==> config.mk <==
export PLATFORM = sky130hd
export DESIGN_NAME = tcre_report
export DESIGN_NICKNAME = d
export VERILOG_FILES = /design/src/rtl/tcre_pkg.sv /design/src/rtl/tcre_report.sv
export SDC_FILE = /design/constraint.sdc
export NUM_CORES = 1
export LEC_CHECK = 0
export ABC_AREA = 1
export BUFFER_PORTS_ARGS = -buffer_cell sky130_fd_sc_hd__buf_2
export CORE_ASPECT_RATIO = 2
export CORE_MARGIN = 2
export CORE_UTILIZATION = 50
export DETAILED_ROUTE_END_ITERATION = 10
export GPL_TIMING_DRIVEN = 0
export PLACE_DENSITY = 0.63
export SETUP_SLACK_MARGIN = 0.2
export SLEW_MARGIN = 20
export SYNTH_ARGS = -nofsm -noshare
export SYNTH_HDL_FRONTEND = slang
export SYNTH_SLANG_ARGS = --single-unit
==> constraint.sdc <==
create_clock -name i_clk -period 7.2 [get_ports i_clk]
set_clock_uncertainty 0.15 [all_clocks]
set_input_delay 0.72 -clock i_clk [delete_from_list [all_inputs] [get_ports i_clk]]
set_output_delay 0.72 -clock i_clk [all_outputs]
set_load 0.1 [all_outputs]
==> src/rtl/tcre_pkg.sv <==
`default_nettype none

package tcre_pkg;

    // Default output queue depth in bytes.
    localparam int QUEUE_DEPTH_DEF = 1024;

    // Host command characters.
    localparam logic [7:0] C_XOFF = 8'd19;
    localparam logic [7:0] C_XON  = 8'd17;
    localparam logic [7:0] C_STX  = 8'd2;
    localparam logic [7:0] C_SOH  = 8'd1;
    localparam logic [7:0] C_R    = 8'd82;
    localparam logic [7:0] C_S    = 8'd83;
    localparam logic [7:0] C_M    = 8'd77;
    localparam logic [7:0] C_C    = 8'd67;
    localparam logic [7:0] C_D    = 8'd68;
    localparam logic [7:0] C_L    = 8'd76;

    // Marker for an empty command history slot.
    localparam logic [8:0] NO_BYTE = 9'h1FF;

    // Report byte fields.
    localparam logic [7:0] BIT7      = 8'h80;
    localparam logic [7:0] MODE_BITS = 8'h40;
    localparam logic [7:0] NOT_NEAR  = 8'h04;
    localparam logic [7:0] ALL_ONES  = 8'hFF;

    // Coordinate scaling.
    localparam logic [9:0]  X_ORIGIN      = 10'd32;
    localparam logic [11:0] Y_REMOTE_BASE = 12'd2100;
    localparam logic [11:0] Y_TABLET_BASE = 12'd2200;
    localparam logic [5:0]  X_SCALE       = 6'd55;
    localparam logic [8:0]  Y_SCALE       = 9'd275;
    localparam logic [15:0] RECIP3        = 16'd43691;
    localparam int          RECIP3_SHIFT  = 17;

    // Stage enables for the report arithmetic.
    typedef struct packed {
        logic stage1_en;
        logic stage2_en;
    } t_rpt_ctl;

endpackage

`default_nettype wire

==> src/rtl/tcre_report.sv <==
`default_nettype none

module tcre_report (
    input  wire logic               i_clk,
    input  wire tcre_pkg::t_rpt_ctl i_ctl,
    input  wire logic               i_remote,
    input  wire logic               i_near,
    input  wire logic [9:0]         i_pen_x,
    input  wire logic [8:0]         i_pen_y,
    output logic      [11:0]        o_ux,
    output logic      [11:0]        o_uy
);

    import tcre_pkg::*;

    logic [9:0]  w_dx;
    logic        w_xneg;
    logic [15:0] w_px;
    logic [17:0] w_py;
    logic [11:0] w_y5;
    logic [11:0] w_rx;
    logic [11:0] w_ry;
    logic [29:0] w_qx_full;
    logic [29:0] w_qy_full;
    logic [11:0] w_qx;
    logic [11:0] w_qy;
    logic [11:0] w_tx;
    logic [11:0] w_ty;

    logic [12:0] r_nx;
    logic [13:0] r_ny;
    logic [11:0] r_rx;
    logic [11:0] r_ry;
    logic        r_remote;
    logic        r_near;
    logic        r_xneg;
    logic [11:0] r_ux;
    logic [11:0] r_uy;

    // First stage: offsets, scale products and the remote-mode values.
    assign w_dx   = i_pen_x - X_ORIGIN;
    assign w_xneg = i_pen_x < X_ORIGIN;
    assign w_px   = 16'(X_SCALE) * 16'(w_dx);
    assign w_py   = 18'(Y_SCALE) * 18'(i_pen_y);
    assign w_y5   = 12'({i_pen_y, 2'b00}) + 12'(i_pen_y);
    assign w_rx   = w_xneg ? 12'd0 : {1'b0, w_dx, 1'b0};
    assign w_ry   = Y_REMOTE_BASE - {w_y5[11:1], 1'b0};

    always_ff @(posedge i_clk) begin
        if (i_ctl.stage1_en) begin
            r_nx     <= w_px[15:3];
            r_ny     <= w_py[17:4];
            r_rx     <= w_rx;
            r_ry     <= w_ry;
            r_remote <= i_remote;
            r_near   <= i_near;
            r_xneg   <= w_xneg;
        end
    end

    // Second stage: division by three through a reciprocal product.
    assign w_qx_full = 30'(r_nx) * 30'(RECIP3);
    assign w_qy_full = 30'(r_ny) * 30'(RECIP3);
    assign w_qx      = w_qx_full[RECIP3_SHIFT +: 12];
    assign w_qy      = w_qy_full[RECIP3_SHIFT +: 12];
    assign w_tx      = r_xneg ? 12'd0 : w_qx;
    assign w_ty      = Y_TABLET_BASE - w_qy;

    always_ff @(posedge i_clk) begin
        if (i_ctl.stage2_en) begin
            if (!r_near) begin
                r_ux <= 12'd0;
                r_uy <= 12'd0;
            end else if (r_remote) begin
                r_ux <= r_rx;
                r_uy <= r_ry;
            end else begin
                r_ux <= w_tx;
                r_uy <= w_ty;
            end
        end
    end

    assign o_ux = r_ux;
    assign o_uy = r_uy;

endmodule

`default_nettype wire

### Word-level counts from Yosys, hierarchy flattened

Index checks and enable logic that the tools add are counted.

* reduce and logical (&&, ||, !) cells: 0
* mux-type cells: 3
* shift-type cells: 0
* bitwise logic cells: 0
* eq/ne operators: 0
* $add $sub $neg: 4
* magnitude comparators: 1
* multiply operators: 4
* divide/modulo/power cells: 0

Operator list (number)
* $mux W12: 3
* $mul A13 B16 Y29 const B: 1
* $mul A14 B16 Y29 const B: 1
* $sub A12 B12 Y12 const A: 2
* $mul A9 B9 Y18 const A: 1
* $mul A6 B10 Y16 const A: 1
* $add A11 B9 Y12: 1
* $lt A10 B6 Y1 const B: 1
* $sub A10 B6 Y10 const B: 1

* memories kept: 0
* bits in latches: 0
* bits in writable memories: 0
* flip-flop bits (word level): 78
* input bits: 24
* bits in read-only memories: 0
* output and inout bits: 24
* word-level logic and storage cells: 22

### Longest topological paths before layout

Gate-level depths: netlist of run 1.

* depth after elaboration: 3
* depth in mapped cells: 32
* depth with buffers taken out: 32

### Worst setup path after synthesis of run 1

OpenSTA, ideal clock, no wires.

* kind: flip-flop to flip-flop
* start: register r_ny[10]
* end: register r_uy[10] (netlist: o_uy[10]) (data pin)
* path slack: 1.739 ns
* stages on the path, launching flop included: 31
* data required time: 6.801 ns
* arrival time: 5.062 ns
* setup time: 0.249 ns
* clock period less this slack: 5.461 ns
* cell sequence: edfxtp_1 > ha_1 > inv_1 > fa_1 > inv_1 > fa_1 > fa_1 > inv_1 > fa_1 > inv_1 > fa_1 > ha_1 > nand2_1 > inv_1 > nand2_1 > nand2_1 > nand2_1 > nand2_1 > inv_1 > nand2_1 > nand2_1 > nand2_1 > ha_1 > nand2_1 > nand3_1 > nand3_1 > nand2_1 > nand2_1 > nand3_1 > nand2_1 > inv_1

* longest elaborated chain between the ends: 3

RTL lines
* start, declared: line tcre_report.sv:31 `logic [13:0] r_ny;`
* start signal, assigned: line tcre_report.sv:52 `r_ny <= w_py[17:4];`
* $mul A14 B16 Y29: line tcre_report.sv:63 `assign w_qy_full = 30'(r_ny) * 30'(RECIP3);`
* $sub A12 B12 Y12: line tcre_report.sv:67 `assign w_ty = Y_TABLET_BASE - w_qy;`
* $mux W12: line tcre_report.sv:74 `end else if (r_remote) begin`
* end signal, assigned: line tcre_report.sv:76 `r_uy <= r_ry;`
* end signal, assigned: line tcre_report.sv:79 `r_uy <= w_ty;`
* end, declared: line tcre_report.sv:38 `logic [11:0] r_uy;`

Every way passes these cells.
A chain may end at the register's enable or synchronous reset.

### Worst setup path in the final report of run 1

* start: register r_ny[7]
* end: register r_uy[11] (netlist: o_uy[11]) (data pin)

Same word-level chain as after synthesis.

==> impl_metrics.toml, run 1 <==
[yosys]
synth_compound_area_frac = 0.0681
synthXorXnorAreaFrac = 0.0370
ys_ff_latch = 75
synth_edf_count = 75
synthSimpleGateAreaFrac = 0.169
syn-cell-area_um2 = 13000
synth-main-ff-cell = "edfxtp_1"
synth_top_family_by_area = "adder cells"
synth_mux_area_frac = 0
ys_warn_count = 0
syn_inst = 1578
ys_types = 36
async_reset_ff_frac = 0
synth-adder-area-share = 0.441
seq_area_frac_synth = 0.173
syn_area_per_cell_um2 = 8.24
yosysTopAreaCellShare = 0.242
synth_area_leaders = "ha_1, fa_1, edfxtp_1"
synthTopCellsByCount = "inv_1, nand2_1, ha_1"
yosysMostFrequentCell = "inv_1"
synth_nets = 1983
synth.largest_area_cell = "ha_1"

[final_layout]
drive_gt1_frac = 0.0579
ff_latch_area_um2 = 2250
multi_input_area_um2 = 9310
postLayoutCoreUtil = 0.545
n_fill_cell = 2529
antenna_cells = 0
stdcell_count = 1981
fin_nets = 2041
synthToLayoutAreaGrowth_pct = 7.45

[run]
drv_cap = 0

[detailed_routing]
first_iter_violations = 415
detailroute.via_count = 10301
routed_wirelength_um = 33300
vias_per_cell = 5.20
final_antenna_net_count = 0
drc = 0
routedWlPerCell_um = 16.8
drt-pass1-iter-count = 5

[die]
die_y_um = 232
std_cell_rows = 83
fp.dieW_um = 118
start_util = 0.507
io_pins = 48
die-area_um2 = 27400
core-area_um2 = 25700

[worst_setup_path]
r2r_start = "r_ny[7]"
critPathBufInv = 3
max_stage_delay_ps = 610
crit_type = "reg2reg"
path_max_fanout = 5
critPathTopFamily = "adder cells"
cp.required_ps = 7140
worst_path_max_delay_cell = "fa_1"
crit_path_frequent_cell = "nand2_1"
endpoint_kind = "flip-flop"
arrival_ps = 6170
start_kind = "flip-flop"
startpoint = "r_ny[7]"

[placed_design]
dp.cells = 1965
dpl.hpwl_um = 29800
numPortBuffers = 47
place.gp.congestion = 0.938
dp_slack_ps = 1000

[cts]
cts_setup_buffers = 0
numCtsBuffers = 9
cts_tree = "built"
cts.sinks = 75
clkTransAtPathRegs_ps = 60
holdBufCountCts = 0
clk_path_buf_depth = 2
root_buffer = "clkbuf_16"
htreeDepth = 3
ctsResizeCount = 0
clock_latency_ps = 360

[sta]
tightest_slew_ps = 737
rsz0062_at_grt = "false"
maxSlewViolCount = 0
final_hold_viol_count = 0
post-route-period-util = 0.865
setup_viol = 0
period_minus_slack_ps = 6230
max_freq_mhz = 160
fin_tns_setup_ps = 0
relSlewSlack = 0.505
worst_slack_ps = 969

[grt]
globalRouteOverflowTotal = 0
grtUsageTotal = 0.250
grt_pass1_wl_um = 52000
grt_max_degree = 52
first_global_vias = 10757
antenna_found_initial = 0

[worst_hold_path]
hold_class = "in2reg"
min_from = "i_remote"

[status]
status = "completed"
==> cell usage in the layout (no fill, tap or decap), types with 38 or more instances in the layout <==
| cell | Yosys | routed |
|---|---|---|
| buf_2 | 0 | 46 |
| nand2_1 | 308 | 308 |
| ha_1 | 252 | 252 |
| nand3_1 | 55 | 55 |
| inv_1 | 377 | 377 |
| xor2_1 | 38 | 38 |
| nor2_1 | 98 | 98 |
| a21oi_1 | 76 | 76 |
| o21ai_0 | 39 | 39 |
| fa_1 | 129 | 129 |
| edfxtp_1 | 75 | 75 |
==> stage by stage <==
stage                     hold WS [ps]  instance area [um^2]
after floorplan                    368                 13000
after global placement             477                 13700
after detailed placement           487                 13700
after CTS                          378                 14000
after global routing               385                 14000
final                              383                 14000
==> cell families after synthesis <==
group           after synthesis
simple gates                522
flops                        75
buf+inv                     387
fa+ha+maj                   381
xor+xnor                     55
compound gates              158
==> layer usage <==
layer | up-vias | track usage | part of all wire
met5 | - | 0 | 0
met4 | 0 | 0.228 | 0.10
met3 | 127 | 0.0228 | 0.016
met2 | 183 | 0.529 | 0.60
met1 | 4872 | 0.186 | 0.28
li1 | 5119 | - | -
==> area by class of cell <==
type                       count  area share
buffer                         5     0.00134
inverter                     382       0.103
tap                          340      0.0304
multi-input combinational   1116       0.666
clock inverter                 7     0.00528
sequential                    75       0.161
clock buffer                   9      0.0161
timing repair buffer          47      0.0170
==> flip-flops by register name, indices dropped and copies added (netlist names) <==
signal / flops
r_ny: 14
r_nx: 13
o_ux: 12
o_uy: 12
r_ry: 11
r_rx: 10
r_near: 1
r_remote: 1
r_xneg: 1
==> worst reg2reg max path: stages (launching register included) <==
cell and delay (ps):
edfxtp_1 550, ha_1 430, nand2_1 130, inv_1 120
nor2_1 220, inv_1 150, fa_1 610, inv_1 110
fa_1 460, fa_1 470, ha_1 300, ha_1 430
nand2_2 130, nor2_1 310, nand2_1 230, nor3_1 180
nand2_1 180, nand3_1 110, nand2_1 50, nand2_1 100
nand2_1 60, nor2_1 90, nand3_1 120, nand3_1 90
nand2_1 50, nor2_1 100, nor2_1 40
==> final timing paths <==
| path | depth (start not counted) | end | slack, ps |
|---|---|---|---|
| worst max register to register | 26 | o_uy[11] | 970 |
| worst min register to register | 2 | o_ux[10] | 510 |
| worst min-delay path | 1 | r_remote | 380 |
| worst max-delay path | 26 | o_uy[11] | 970 |
Power of run 1 is not shown: default switching activity piles up to over one toggle a cycle in this logic, so the estimate is an artifact.
==> run 2, diff against run 1 <==
--- a/config.mk
+++ b/config.mk
@@ -9,10 +9,10 @@
 export BUFFER_PORTS_ARGS = -buffer_cell sky130_fd_sc_hd__buf_2
 export CORE_ASPECT_RATIO = 2
 export CORE_MARGIN = 2
-export CORE_UTILIZATION = 50
+export CORE_UTILIZATION = 55
 export DETAILED_ROUTE_END_ITERATION = 10
 export GPL_TIMING_DRIVEN = 0
-export PLACE_DENSITY = 0.63
+export PLACE_DENSITY = 0.79
 export SETUP_SLACK_MARGIN = 0.2
 export SLEW_MARGIN = 20
 export SYNTH_ARGS = -nofsm -noshare
==> run 2 against run 1 <==
Effect of this change: final area fell by 0.38%; utilization grew 5.5 points; register-to-register slack barely moved.
==> impl_metrics.toml, run 2 (synthesis results as in run 1) <==
[status]
status = "completed"

[worst_setup_path]
rr_endpoint = "o_uy[11]"
r2r_start = "r_ny[7]"
start_kind = "flip-flop"
startpoint = "r_ny[7]"
r2r_cells = 26
arrival_ps = 6150
endpoint_kind = "flip-flop"
cp.required_ps = 7130
path_max_fanout = 5
r2r_setup_slack_ps = 980
crit_type = "reg2reg"
worstSetupEndpoint = "o_uy[11]"

[placed_design]
dp.cells = 1908
dp_slack_ps = 1050
numPortBuffers = 47
dpl.hpwl_um = 28900
place.gp.congestion = 0.975

[cts]
htreeDepth = 3
numCtsBuffers = 9
clock_latency_ps = 350
root_buffer = "clkbuf_16"
clkTransAtPathRegs_ps = 60
cts_tree = "built"
ctsResizeCount = 0
holdBufCountCts = 0
clk_path_buf_depth = 2
cts_setup_buffers = 0
cts.sinks = 75

[sta]
setup_viol = 0
final_hold_viol_count = 0
post-route-period-util = 0.865
worst_slack_ps = 975
fin_tns_setup_ps = 0
tightest_slew_ps = 721
relSlewSlack = 0.514
max_freq_mhz = 161
period_minus_slack_ps = 6220
maxSlewViolCount = 0
rsz0062_at_grt = "false"

[run]
drv_cap = 0

[die]
io_pins = 48
start_util = 0.560
die_y_um = 221
die-area_um2 = 25000
std_cell_rows = 79
core-area_um2 = 23200
fp.dieW_um = 113

[detailed_routing]
vias_per_cell = 5.47
final_antenna_net_count = 0
routedWlPerCell_um = 17.2
first_iter_violations = 501
drc = 0
detailroute.via_count = 10525
drt-pass1-iter-count = 7
routed_wirelength_um = 33000

[final_layout]
stdcell_count = 1924
drive_gt1_frac = 0.0573
synthToLayoutAreaGrowth_pct = 7.04
n_fill_cell = 2031
largest_reg_flops = 14
top_regs = "r_ny x14, r_nx x13"
regMostFlops = "r_ny"
most-common-layout-cells = "inv_1, nand2_1, ha_1"
final_common_cell = "inv_1"
antenna_cells = 0
fin_nets = 2041

[grt]
grt_pass1_wl_um = 51200
grt_max_degree = 52
globalRouteOverflowTotal = 0
antenna_found_initial = 0
grtUsageTotal = 0.268
first_global_vias = 11000

[worst_hold_path]
hold_class = "in2reg"
-- run 2: worst min path at each step --
stage | from | end | slack, ps | cells past startpoint
after floorplan | r_ry[7] | o_uy[7] | 370 | 2
after global placement | r_rx[2] | o_ux[2] | 480 | 2
after detailed placement | r_rx[4] | o_ux[4] | 480 | 2
after CTS | i_near | r_near | 380 | 1
after global routing | i_near | r_near | 380 | 1
final | i_near | r_near | 390 | 1
-- run 2: critical path, stage by stage, from the launching register on --
cell and delay, ps:
edfxtp_1 510, ha_1 420, nand2_1 140, inv_1 120
nor2_1 210, inv_1 150, fa_1 610, inv_1 110
fa_1 460, fa_1 470, ha_1 310, ha_1 450
nand2_2 130, nor2_1 290, nand2_1 230, nor3_1 180
nand2_1 170, nand3_1 110, nand2_1 50, nand2_1 100
nand2_1 60, nor2_1 90, nand3_1 130, nand3_1 100
nand2_1 50, nor2_1 100, nor2_1 50
-- run 2: routing by layer --
layer  wire, um  up-vias  GRT usage
met3        942      156     0.0378
met2      18900      278      0.539
met1       9460     4962      0.200
met4       3660        0      0.246
li1           -     5129          -
met5          0        -          0
-- run 2: layout make-up --
| class | instances | area [um^2] | share of cell area |
|---|---|---|---|
| Inverter | 382 | 1430 | 0.103 |
| Clock inverter | 6 | 88.8 | 0.00638 |
| Clock buffer | 10 | 229 | 0.0164 |
| Timing Repair Buffer | 47 | 238 | 0.0171 |
| Sequential cell | 75 | 2250 | 0.162 |
| Multi-Input combinational cell | 1116 | 9310 | 0.669 |
| Buffer | 5 | 18.8 | 0.00135 |
| Tap cell | 283 | 354 | 0.0254 |
-- run 2: stage by stage --
step	hold WS [ps]	util	area, um^2
detailed placement	475	0.585	13600
floorplan	368	-	13000
finish	387	0.599	13900
global placement	478	0.585	13600
global route	385	0.599	13900
CTS	378	0.599	13900
Power of run 2 is left out for the same reason.
